<file path="src/rtl/snc_pkg.sv">
// Package for the smooth number checker: widths, register codes, reset values
// and the command and status types passed between the sequencer and the divider.
// Depends on nothing; every other file of the block uses it.
package snc_pkg;

   // Defaults for the top-level parameters.
   localparam int unsigned MAX_PRIMES_DEF = 6;
   localparam int unsigned VALUE_BITS_DEF = 32;

   // Fixed field widths.
   localparam int unsigned PRIME_REGS     = 6;
   localparam int unsigned PRIME_BITS     = 16;
   localparam int unsigned CNT_BITS       = 3;
   localparam int unsigned CSR_INDEX_BITS = 3;
   localparam int unsigned COUNT_BITS     = 32;

   // Register indexes on the configuration port.
   localparam logic [CSR_INDEX_BITS-1:0] CSR_PRIME_0     = 3'd0;
   localparam logic [CSR_INDEX_BITS-1:0] CSR_PRIME_COUNT = 3'd6;

   // Reset values of the factor set and its length.
   localparam logic [PRIME_BITS-1:0] PRIME_RESET [PRIME_REGS] =
      '{16'd2, 16'd3, 16'd5, 16'd7, 16'd11, 16'd13};
   localparam logic [CNT_BITS-1:0] PRIME_COUNT_RESET = 3'd6;

   // Smallest set entry that is allowed to divide.
   localparam logic [PRIME_BITS-1:0] PRIME_MIN = 16'd2;

   // Start of one trial division.
   typedef struct packed {
      logic                  start;
      logic [PRIME_BITS-1:0] divisor;
   } snc_div_cmd_type;

   // Outcome of one trial division.
   typedef struct packed {
      logic done;
      logic exact;
   } snc_div_stat_type;

endpackage

</file>
<file path="src/rtl/snc_channels.sv">
// Channel interfaces of the smooth number checker: input items, results and
// configuration writes. Depends on snc_pkg for default widths.

interface snc_req_if #(
   parameter int unsigned VALUE_BITS = snc_pkg::VALUE_BITS_DEF
);
   logic                  valid;
   logic                  ready;
   logic [VALUE_BITS-1:0] value;
   logic                  restart_count;

   modport source (output valid, output value, output restart_count, input ready);
   modport sink   (input valid, input value, input restart_count, output ready);
endinterface

interface snc_rsp_if;
   logic                            valid;
   logic                            ready;
   logic                            is_smooth;
   logic [snc_pkg::COUNT_BITS-1:0]  smooth_count;

   modport source (output valid, output is_smooth, output smooth_count, input ready);
   modport sink   (input valid, input is_smooth, input smooth_count, output ready);
endinterface

interface snc_csr_if;
   logic                                valid;
   logic                                ready;
   logic [snc_pkg::CSR_INDEX_BITS-1:0]  index;
   logic [snc_pkg::PRIME_BITS-1:0]      data;

   modport source (output valid, output index, output data, input ready);
   modport sink   (input valid, input index, input data, output ready);
endinterface

</file>
<file path="src/rtl/snc_div.sv">
// Bit-serial restoring divider: divides the residue by one set entry, one
// quotient bit per cycle. Depends on snc_pkg.
module snc_div #(
   parameter int unsigned VALUE_BITS = snc_pkg::VALUE_BITS_DEF
) (
   input  logic                       clock,
   input  logic                       reset,
   input  snc_pkg::snc_div_cmd_type   cmd_i,
   input  logic [VALUE_BITS-1:0]      dividend_i,
   output snc_pkg::snc_div_stat_type  stat_o,
   output logic [VALUE_BITS-1:0]      quotient_o
);
   import snc_pkg::*;

   localparam int unsigned CNT_W = $clog2(VALUE_BITS);
   localparam logic [CNT_W-1:0] LAST = CNT_W'(VALUE_BITS - 1);

   logic                  busy_ff;
   logic                  done_ff;
   logic [CNT_W-1:0]      cnt_ff;
   logic [VALUE_BITS-1:0] quot_ff;
   logic [PRIME_BITS-1:0] rem_ff;
   logic [PRIME_BITS-1:0] div_ff;

   logic [PRIME_BITS:0]   shifted;
   logic [PRIME_BITS:0]   diff;
   logic                  fits;
   logic [PRIME_BITS-1:0] rem_in;

   // One restoring step: bring down the next dividend bit and try to subtract.
   always_comb begin
      shifted = {rem_ff, quot_ff[VALUE_BITS-1]};
      fits    = shifted >= {1'b0, div_ff};
      diff    = shifted - {1'b0, div_ff};
      rem_in  = fits ? diff[PRIME_BITS-1:0] : shifted[PRIME_BITS-1:0];
   end

   // The dividend shifts out at the top while quotient bits shift in below.
   always_ff @(posedge clock) begin
      if (reset) begin
         busy_ff <= 1'b0;
         done_ff <= 1'b0;
         cnt_ff  <= '0;
      end else begin
         done_ff <= 1'b0;
         if (cmd_i.start) begin
            busy_ff <= 1'b1;
            cnt_ff  <= '0;
            quot_ff <= dividend_i;
            rem_ff  <= '0;
            div_ff  <= cmd_i.divisor;
         end else if (busy_ff) begin
            quot_ff <= {quot_ff[VALUE_BITS-2:0], fits};
            rem_ff  <= rem_in;
            cnt_ff  <= cnt_ff + 1'b1;
            if (cnt_ff == LAST) begin
               busy_ff <= 1'b0;
               done_ff <= 1'b1;
            end
         end
      end
   end

   assign stat_o.done  = done_ff;
   assign stat_o.exact = (rem_ff == '0);
   assign quotient_o   = quot_ff;

endmodule

</file>
<file path="src/rtl/snc_csr.sv">
// Configuration registers of the smooth number checker: the factor set and
// its length, with entry selection for the sequencer. Depends on snc_pkg and
// the snc_csr_if interface.
module snc_csr #(
   parameter int unsigned MAX_PRIMES = snc_pkg::MAX_PRIMES_DEF
) (
   input  logic                            clock,
   input  logic                            reset,
   snc_csr_if.sink                         csr_if,
   input  logic [snc_pkg::CNT_BITS-1:0]    sel_i,
   output logic [snc_pkg::PRIME_BITS-1:0]  sel_prime_o,
   output logic [snc_pkg::CNT_BITS-1:0]    active_o
);
   import snc_pkg::*;

   // Entries beyond the usable count can never be read, so they are not kept.
   localparam int unsigned NREGS =
      (MAX_PRIMES < PRIME_REGS) ? MAX_PRIMES : PRIME_REGS;
   localparam logic [CNT_BITS-1:0] NREGS_CNT = CNT_BITS'(NREGS);

   logic [PRIME_BITS-1:0] prime_ff [NREGS];
   logic [CNT_BITS-1:0]   count_ff;

   // Writes are always taken; unknown indexes are dropped.
   assign csr_if.ready = 1'b1;

   always_ff @(posedge clock) begin
      if (reset) begin
         for (int i = 0; i < NREGS; i++) begin
            prime_ff[i] <= PRIME_RESET[i];
         end
         count_ff <= PRIME_COUNT_RESET;
      end else if (csr_if.valid) begin
         for (int i = 0; i < NREGS; i++) begin
            if (csr_if.index == CSR_PRIME_0 + CSR_INDEX_BITS'(i)) begin
               prime_ff[i] <= csr_if.data;
            end
         end
         if (csr_if.index == CSR_PRIME_COUNT) begin
            count_ff <= csr_if.data[CNT_BITS-1:0];
         end
      end
   end

   // A count above the number of usable entries is clamped.
   assign active_o = (count_ff > NREGS_CNT) ? NREGS_CNT : count_ff;

   // Entry selected by the sequencer.
   always_comb begin
      sel_prime_o = '0;
      for (int i = 0; i < NREGS; i++) begin
         if (sel_i == CNT_BITS'(i)) begin
            sel_prime_o = prime_ff[i];
         end
      end
   end

endmodule

</file>
<file path="src/rtl/smooth_number_checker_unit.sv">
// Top level of the smooth number checker: sequencer, result register and
// running count. Depends on snc_pkg, snc_channels, snc_csr and snc_div.
//
//   Channel  Direction  Beat carries
//   req_if   in         value, restart_count
//   rsp_if   out        is_smooth, smooth_count
//   csr_if   in         index, data (prime_0..prime_5, prime_count)
//
// One item at a time; each trial division is bit-serial. An item passes through S_CHECK,
// then S_TRY for each entry in use, skipping entries below two, and S_DIV for each trial;
// a factor divided out returns it to S_CHECK, which starts the set over; it ends in S_FINISH.
// Reset is synchronous and active high; the register file returns to its reset values
// and the running count to zero. A stalled result waits in the output register while
// the next item is accepted and worked on.
module smooth_number_checker_unit #(
   parameter int unsigned MAX_PRIMES = snc_pkg::MAX_PRIMES_DEF,
   parameter int unsigned VALUE_BITS = snc_pkg::VALUE_BITS_DEF
) (
   input  logic        clock,
   input  logic        reset,
   snc_req_if.sink     req_if,
   snc_rsp_if.source   rsp_if,
   snc_csr_if.sink     csr_if
);
   import snc_pkg::*;

   typedef enum logic [2:0] {
      S_IDLE,
      S_CHECK,
      S_TRY,
      S_DIV,
      S_FINISH
   } state_type;

   state_type             state_ff;
   logic [VALUE_BITS-1:0] resid_ff;
   logic [CNT_BITS-1:0]   idx_ff;
   logic                  smooth_ff;
   logic [COUNT_BITS-1:0] total_ff;
   logic                  rsp_valid_ff;
   logic                  rsp_smooth_ff;
   logic [COUNT_BITS-1:0] rsp_count_ff;

   logic [PRIME_BITS-1:0] sel_prime;
   logic [CNT_BITS-1:0]   active;
   snc_div_cmd_type       div_cmd;
   snc_div_stat_type      div_stat;
   logic [VALUE_BITS-1:0] quotient;
   logic                  slot_free;
   logic                  rsp_load;
   logic [COUNT_BITS-1:0] total_in;

   snc_csr #(
      .MAX_PRIMES (MAX_PRIMES)
   ) u_csr (
      .clock       (clock),
      .reset       (reset),
      .csr_if      (csr_if),
      .sel_i       (idx_ff),
      .sel_prime_o (sel_prime),
      .active_o    (active)
   );

   snc_div #(
      .VALUE_BITS (VALUE_BITS)
   ) u_div (
      .clock      (clock),
      .reset      (reset),
      .cmd_i      (div_cmd),
      .dividend_i (resid_ff),
      .stat_o     (div_stat),
      .quotient_o (quotient)
   );

   // A trial starts when the selected entry is in use and may divide.
   always_comb begin
      div_cmd.start   = (state_ff == S_TRY) && (idx_ff < active) && (sel_prime >= PRIME_MIN);
      div_cmd.divisor = sel_prime;
   end

   assign slot_free = !rsp_valid_ff || rsp_if.ready;

   // The finished item moves into the output register once that register is free.
   assign rsp_load = (state_ff == S_FINISH) && slot_free;

   // Saturating count including the finished item when it is smooth.
   assign total_in = (smooth_ff && (total_ff != '1)) ? total_ff + 1'b1 : total_ff;

   // Sequencer: residue check, trials over the set in order, result hand-off.
   always_ff @(posedge clock) begin
      if (reset) begin
         state_ff     <= S_IDLE;
         rsp_valid_ff <= 1'b0;
         total_ff     <= '0;
         idx_ff       <= '0;
      end else begin
         if (rsp_load) begin
            rsp_valid_ff <= 1'b1;
         end else if (rsp_if.ready) begin
            rsp_valid_ff <= 1'b0;
         end
         unique case (state_ff)
            S_IDLE: begin
               if (req_if.valid) begin
                  resid_ff <= req_if.value;
                  if (req_if.restart_count) begin
                     total_ff <= '0;
                  end
                  state_ff <= S_CHECK;
               end
            end
            S_CHECK: begin
               idx_ff <= '0;
               if ((active == '0) || (resid_ff == '0)) begin
                  smooth_ff <= 1'b0;
                  state_ff  <= S_FINISH;
               end else if (resid_ff == VALUE_BITS'(1)) begin
                  smooth_ff <= 1'b1;
                  state_ff  <= S_FINISH;
               end else begin
                  state_ff <= S_TRY;
               end
            end
            S_TRY: begin
               if (idx_ff >= active) begin
                  smooth_ff <= 1'b0;
                  state_ff  <= S_FINISH;
               end else if (sel_prime < PRIME_MIN) begin
                  idx_ff <= idx_ff + 1'b1;
               end else begin
                  state_ff <= S_DIV;
               end
            end
            S_DIV: begin
               if (div_stat.done) begin
                  if (div_stat.exact) begin
                     resid_ff <= quotient;
                     state_ff <= S_CHECK;
                  end else begin
                     idx_ff   <= idx_ff + 1'b1;
                     state_ff <= S_TRY;
                  end
               end
            end
            S_FINISH: begin
               if (rsp_load) begin
                  rsp_smooth_ff <= smooth_ff;
                  rsp_count_ff  <= total_in;
                  total_ff      <= total_in;
                  state_ff      <= S_IDLE;
               end
            end
            default: begin
               state_ff <= S_IDLE;
            end
         endcase
      end
   end

   assign req_if.ready        = (state_ff == S_IDLE);
   assign rsp_if.valid        = rsp_valid_ff;
   assign rsp_if.is_smooth    = rsp_smooth_ff;
   assign rsp_if.smooth_count = rsp_count_ff;

endmodule

</file>
<file path="src/flat_wrapper.sv">
// flat-port wrapper written by rule: the top's interface ports become plain ports
module smooth_number_checker_unit_flat import snc_pkg::*;
#(
   parameter int unsigned MAX_PRIMES = snc_pkg::MAX_PRIMES_DEF,
   parameter int unsigned VALUE_BITS = snc_pkg::VALUE_BITS_DEF
)
  (clock, reset, req_if_valid, req_if_value, req_if_restart_count, req_if_ready, rsp_if_valid, rsp_if_is_smooth, rsp_if_smooth_count, rsp_if_ready, csr_if_valid, csr_if_index, csr_if_data, csr_if_ready);
  snc_req_if #(.VALUE_BITS(VALUE_BITS)) req_if_i ();
  snc_rsp_if rsp_if_i ();
  snc_csr_if csr_if_i ();
  input  logic clock;
  input  logic reset;
  input wire logic [$bits(req_if_i.valid)-1:0] req_if_valid;
  input wire logic [$bits(req_if_i.value)-1:0] req_if_value;
  input wire logic [$bits(req_if_i.restart_count)-1:0] req_if_restart_count;
  output wire logic [$bits(req_if_i.ready)-1:0] req_if_ready;
  output wire logic [$bits(rsp_if_i.valid)-1:0] rsp_if_valid;
  output wire logic [$bits(rsp_if_i.is_smooth)-1:0] rsp_if_is_smooth;
  output wire logic [$bits(rsp_if_i.smooth_count)-1:0] rsp_if_smooth_count;
  input wire logic [$bits(rsp_if_i.ready)-1:0] rsp_if_ready;
  input wire logic [$bits(csr_if_i.valid)-1:0] csr_if_valid;
  input wire logic [$bits(csr_if_i.index)-1:0] csr_if_index;
  input wire logic [$bits(csr_if_i.data)-1:0] csr_if_data;
  output wire logic [$bits(csr_if_i.ready)-1:0] csr_if_ready;
  assign req_if_i.valid = req_if_valid;
  assign req_if_i.value = req_if_value;
  assign req_if_i.restart_count = req_if_restart_count;
  assign req_if_ready = req_if_i.ready;
  assign rsp_if_valid = rsp_if_i.valid;
  assign rsp_if_is_smooth = rsp_if_i.is_smooth;
  assign rsp_if_smooth_count = rsp_if_i.smooth_count;
  assign rsp_if_i.ready = rsp_if_ready;
  assign csr_if_i.valid = csr_if_valid;
  assign csr_if_i.index = csr_if_index;
  assign csr_if_i.data = csr_if_data;
  assign csr_if_ready = csr_if_i.ready;
  smooth_number_checker_unit #(.MAX_PRIMES(MAX_PRIMES), .VALUE_BITS(VALUE_BITS)) u_core (.clock(clock), .reset(reset), .req_if(req_if_i), .rsp_if(rsp_if_i), .csr_if(csr_if_i));
endmodule
</file>
<file path="config.mk">
export PLATFORM = sky130hd
export DESIGN_NAME = smooth_number_checker_unit_flat
export DESIGN_NICKNAME = d
export VERILOG_FILES = /design/src/rtl/snc_pkg.sv /design/src/rtl/snc_channels.sv /design/src/rtl/snc_div.sv /design/src/rtl/snc_csr.sv /design/src/rtl/smooth_number_checker_unit.sv /design/src/flat_wrapper.sv
export SDC_FILE = /design/constraint.sdc
export NUM_CORES = 1
export LEC_CHECK = 0
export CORE_ASPECT_RATIO = 0.8
export CORE_MARGIN = 1
export CORE_UTILIZATION = 50
export CTS_CLUSTER_DIAMETER = 50
export DETAILED_ROUTE_END_ITERATION = 12
export DONT_BUFFER_PORTS = 1
export RECOVER_POWER = 25
export SYNTH_ARGS = -nofsm -noshare
export SYNTH_HDL_FRONTEND = slang
export SYNTH_SLANG_ARGS = --single-unit
</file>
<file path="constraint.sdc">
create_clock -name clock -period 13.7 [get_ports clock]
set_input_delay 4.11 -clock clock [delete_from_list [all_inputs] [get_ports clock]]
set_output_delay 4.11 -clock clock [all_outputs]
set_load 0.02 [all_outputs]
</file>
==> results of run 1 <==
[logic make-up after synthesis]
family	synth area share, %
compound gates	11.5
xor+xnor	2.82
fa+ha+maj	2.62
buf+inv	3.70
flops	56.8
mux	6.44
other cells	0.0274
simple gates	16.0
[cell type report]
| class | count | area, um^2 |
|---|---|---|
| fill | 2229 | 11500 |
| sequential | 275 | 7770 |
| multi-input combinational | 774 | 5430 |
| clock buffer | 47 | 982 |
| tap | 357 | 447 |
| inverter | 57 | 214 |
| timing repair buffer | 14 | 90.1 |
| clock inverter | 9 | 82.6 |
[final timing paths]
path / start / end / slack (ns)
worst max register to register: u_core.idx_ff[2] / u_core.u_div.rem_ff[9] / 5.77
worst min register to register: u_core.u_div.done_ff / u_core.state_ff[0] / 0.50
worst min-delay path: u_core.u_div.done_ff / u_core.state_ff[0] / 0.50
worst max-delay path: u_core.idx_ff[2] / u_core.u_div.rem_ff[9] / 5.77
[worst max-delay path: stages (launching register included)]
cell	delay (ns)
dfxtp_1	0.30
clkbuf_1	1.11
inv_1	0.39
ha_1	0.34
clkbuf_1	0.51
or2_0	0.74
a221o_1	0.45
a2111oi_0	0.62
nand4bb_1	0.19
or2_2	0.36
o21ai_4	0.14
clkbuf_1	1.90
a21oi_4	0.06
buf_4	0.42
[sequential cells by signal, summed over array words and instances, names as in the netlist]
| signal | count |
|---|---|
| u_core.resid_ff | 32 |
| u_core.rsp_if.is_smooth | 1 |
| u_core.rsp_if.valid | 1 |
| u_core.smooth_ff | 1 |
| u_core.idx_ff | 3 |
| u_core.u_div.done_ff | 1 |
| u_core.u_div.rem_ff | 16 |
| u_core.u_div.div_ff | 16 |
| u_core.u_div.busy_ff | 1 |
| u_core.total_ff | 32 |
| u_core.u_csr.prime_ff | 96 |
| u_core.u_div.quotient_o | 32 |
| u_core.u_csr.count_ff | 3 |
| u_core.state_ff | 3 |
| u_core.rsp_if.smooth_count | 32 |
| u_core.u_div.cnt_ff | 5 |
[layout by cell type (no fill, tap or decap), drive strengths merged, types with 6 or more instances in the layout]
master  count
a21oi      48
a221o      13
nand2      82
dfxtp      49
edfxtp    226
buf        10
o31ai      13
nand3      26
nand3b      6
nand4      17
xor2       13
inv        61
and4        9
mux2       65
or2         6
clkbuf     51
and3       11
a211oi     13
nand2b     13
nor2       52
or3         8
nor4       18
xnor2      31
nor2b      21
a31oi      12
o21ai      51
a21o        7
nor3       32
nand4b      7
and2       89
a31o       11
ha         27
a22o       11
a32oi       8
[report_power, final]
group	internal [mW]	total [mW]	leakage [nW]	switching, mW
Combinational	0.218	0.505	2.39	0.287
Clock	0.513	0.845	0.528	0.332
Sequential	1.03	1.10	2.52	0.0629
Total	1.77	2.45	5.44	0.681
[metal layers]
layer  track usage, %  part of all wire (%)
met1             31.9                    49
met2             32.7                    44
met3             3.75                   5.3
met4             4.75                   1.6
met5                0                     0
==> results_dict.tcl, run 1 <==
set metrics [dict create \
    area_delta_synth_final_pct 9.85 \
    gr-usage-all-layers_pct 21.5 \
    grt_max_degree 56 \
    slew_headroom_pct -78.4 \
    synth_seq_cells 275 \
    cap_viol_max_count 2 \
    p_leak_nw 5.44 \
    die_w_um 187 \
    critPathLaunchType "flip-flop" \
    synth_top_area_cell "edfxtp_1" \
    routed_wirelength_um 29900 \
    critical_path_class "reg2reg" \
    synthTopCellsByCount "edfxtp_1, and2_1, nand2_1, inv_1, nor2_1" \
    setup_viol 0 \
    ctsHoldBuffers 0 \
    postLayoutSetupSlackWorst_ns 5.77 \
    hold_viol 0 \
    drt-initial-drc-count 679 \
    min_path_cells 1 \
    synth_area_um2 13700 \
    dieArea_um2 28000 \
    cts_buffer_depth 3 \
    yosysUniqueCellTypes 71 \
    numCtsBuffers 30 \
    ys_warn_count 0 \
    fin_util_pct 56.6 \
    cts_sinks 275 \
    row_count 53 \
    worstPathMaxFanout 48 \
    antenna_found_initial 0 \
    violations "max-capacitance violations, max-slew violations" \
    io_buffers 0 \
    power.density_nw_per_um2 163 \
    fin_tns_setup_ns 0 \
    overflow 0 \
    fin_cells 1533 \
    drv_slew 72 \
    routedWlPerCell_um 19.5 \
    grt_pass1_vias 8396 \
    cts_root_buf "clkbuf_16" \
    post_cts_resized 0 \
    pre_cts_ws_ns 7.48 \
    place.gp.congestion 0.831 \
    routed_via_density 5.76 \
    tightest_slew_ns 2.68 \
    vias 8835 \
    drive_above_1_share_pct 12.2 \
    avgSynthCellArea_um2 11.7 \
    ios 93 \
    rsz0062_at_grt "false" \
    synth_cells 1166 \
    fp.coreArea_um2 26500 \
    grt_pass1_wl_um 47200 \
    worstSetupEndpointType "flip-flop" \
    clock_skew_ns 0.0447 \
    placed_cell_area_um2 14000 \
    synth-seq-area-share_pct 56.8 \
    synth-edff-count 226 \
    power_mw 2.45 \
    cts_tree "built" \
    hold_class "reg2reg" \
    synth_ff_type "edfxtp_1" \
    clkLatencyLatePin_ns 0.57 \
    rr_worst_depth 13 \
    worstPathRequired_ns 13.90 \
    place.detailed.instances 1477 \
    synthDominantCellAreaShare_pct 49.7 \
    post-cts-setup-buffer-count 0 \
    antenna_cells 0 \
    ant_nets 0 \
    fin_nets 1237 \
    yosysMostFrequentCell "edfxtp_1" \
    die_h_um 150 \
    dp_hpwl_um 19400 \
    fmax_ghz 0.126 \
    cp.arrival_ns 8.13 \
    status "complete, but fails checks" \
    ir_drop_mv 0.0999 \
    final_area_um2 15000 \
    drt_pass1_iterations 5 \
    worst_hold_slack_ns 0.499 \
    clkTransAtPathRegs_ns 0.06 \
    fin_crit_sh_pct 57.9 \
    drc 0 \
    synth_area_leaders "edfxtp_1, dfxtp_1, and2_1" \
    htreeDepth 1 \
    fin_crit_ns 7.93 \
    async_flop_share_pct 0 \
    syn_nets 1251 \
    initial_core_util_pct 51.5 \
]
(Power assumes the default switching activity.)
==> run 2, diff against run 1 <==
- clock period: 13.7 -> 7.9 ns (I/O delays scaled with it)
==> run 2 against run 1 <==
- the flow now finishes without violations
- sequential power up 74%
- first-iteration DRC count is 9.4% higher
- utilization shrank 0.20 points
- largest power group unchanged
==> results_dict.tcl, run 2 (same netlist as run 1, synthesis figures left out) <==
set metrics [dict create \
    pre_cts_ws_ns 3.37 \
    grt_pass1_vias 8650 \
    clkTransAtPathRegs_ns 0.06 \
    post_cts_resized 0 \
    p_int_mw 2.99 \
    cts_tree "built" \
    cp_slowest_cell "clkbuf_1" \
    worstSetupEndpointType "flip-flop" \
    initial_core_util_pct 51.5 \
    critical_path_class "reg2reg" \
    fp.coreArea_um2 26500 \
    p_sw_share_pct 28.6 \
    cts_buffer_depth 3 \
    die_h_um 150 \
    p_leak_nw 5.41 \
    drv_slew 0 \
    place.gp.congestion 0.848 \
    routedWlPerCell_um 20.3 \
    tightest_slew_ns 1.47 \
    cts_root_buf "clkbuf_16" \
    cp.arrival_ns 6.01 \
    antenna_found_initial 0 \
    multi_input_area_um2 5430 \
    routed_via_density 5.89 \
    dp_hpwl_um 20600 \
    postLayoutSetupSlackWorst_ns 2.13 \
    drive_above_1_share_pct 11.9 \
    critical-path-max-stage-delay_ns 1.06 \
    fin_nets 1238 \
    cap_viol_max_count 0 \
    fmax_ghz 0.173 \
    fillers 2268 \
    p_sw_mw 1.20 \
    largest_reg_flops 96 \
    crit_top_cell "buf_4" \
    drt-initial-drc-count 743 \
    slew_headroom_pct 1.81 \
    row_count 53 \
    rsz0062_at_grt "false" \
    clock_skew_ns 0.0107 \
    die_w_um 187 \
    drc 0 \
    power.density_nw_per_um2 280 \
    worstPathMaxFanout 39 \
    numCtsBuffers 30 \
    mostFrequentLayoutCells "edfxtp_1, and2_1, nand2_1" \
    ctsHoldBuffers 0 \
    fin_tns_setup_ns 0 \
    overflow 0 \
    drt_pass1_iterations 5 \
    ir_drop_mv 0.172 \
    setup_viol 0 \
    clkLatencyLatePin_ns 0.56 \
    seq_area_um2 7770 \
    fin_crit_ns 5.77 \
    post-cts-setup-buffer-count 0 \
    fin_crit_sh_pct 73.0 \
    hold_viol 0 \
    ios 93 \
    status "completed" \
    hold_class "reg2reg" \
    worstPathCellList "clkbuf_1 -> inv_1 -> ha_1 -> buf_4 -> or2_0 -> a221o_1 -> a31o_2 -> or4_4 -> or3_4 -> o21ai_4 -> buf_4 -> a21oi_4 -> buf_4" \
    critPathLaunchType "flip-flop" \
    grt_max_degree 56 \
    dieArea_um2 28000 \
    ant_nets 0 \
    seqPwrFrac_pct 45.7 \
    vias 9035 \
    gr-usage-all-layers_pct 22.2 \
    worstPathRequired_ns 8.15 \
    final_common_cell "edfxtp_1" \
    pwr-share-comb_pct 20.7 \
    regMostFlops "u_core.u_csr.prime_ff" \
    io_buffers 0 \
    htreeDepth 1 \
    routed_wirelength_um 31100 \
    clockPowerShare_pct 33.6 \
    grt_pass1_wl_um 48700 \
    cts_sinks 275 \
    area_delta_synth_final_pct 9.47 \
]
## run 2: layout make-up
type                    instances  area share [%]
diodes                          1          0.0167
clock buffers                  44            6.06
clock inverters                12           0.669
inverters                      57            1.43
multi-input cells             774            36.3
flip-flops and latches        275            51.9
well taps                     357            2.99
repair buffers                 15           0.627
## run 2: final timing paths
path	from	to	slack, ns	cells after the start
max reg2reg	u_core.idx_ff[2]	u_core.u_div.quotient_o[0]	2.13	13
max	u_core.idx_ff[2]	u_core.u_div.quotient_o[0]	2.13	13
min reg2reg	u_core.u_div.done_ff	u_core.state_ff[0]	0.50	1
min	u_core.u_div.done_ff	u_core.state_ff[0]	0.50	1
## run 2: power groups by stage
stage	sequential [mW]	clock, mW	combinational (mW)
after floorplan	1.89	0	0.721
after global placement	1.94	0	0.850
after detailed placement	1.94	0	0.865
after global routing	1.93	1.49	0.961
final	1.91	1.41	0.867
after CTS	1.91	1.43	0.868
## run 2: through the flow
stage               cell area [um^2]  std cells  hold WS [ns]  util, %  power (mW)
detailed placement             14000       1478         0.477     52.7        2.80
floorplan                      13700       1166         0.449        -        2.61
CTS                            15000       1534         0.500     56.5        4.21
finish                         15000       1535         0.502     56.4        4.19
global route                   15000       1534         0.526     56.4        4.38
global placement               14000       1478         0.489     52.7        2.79
## run 2: per-layer routing
| layer | global-route usage (%) | vias up | part of all wire, % |
|---|---|---|---|
| met3 | 4.29 | 36 | 6.0 |
| met1 | 33.9 | 4385 | 50 |
| li1 | - | 4338 | - |
| met5 | 0 | - | 0 |
| met2 | 32.4 | 276 | 43 |
| met4 | 5.08 | 0 | 1.6 |
## run 2: worst max-delay path, delay by kind of cell, from the launching register on
kind / cells / cell delay, ns
buffers and inverters: 5 / 2.39
AND/OR/NAND/NOR: 3 / 1.40
AO/OA/AOI/OAI: 4 / 0.99
flip-flops: 1 / 0.30
adder cells (fa/ha/maj): 1 / 0.30
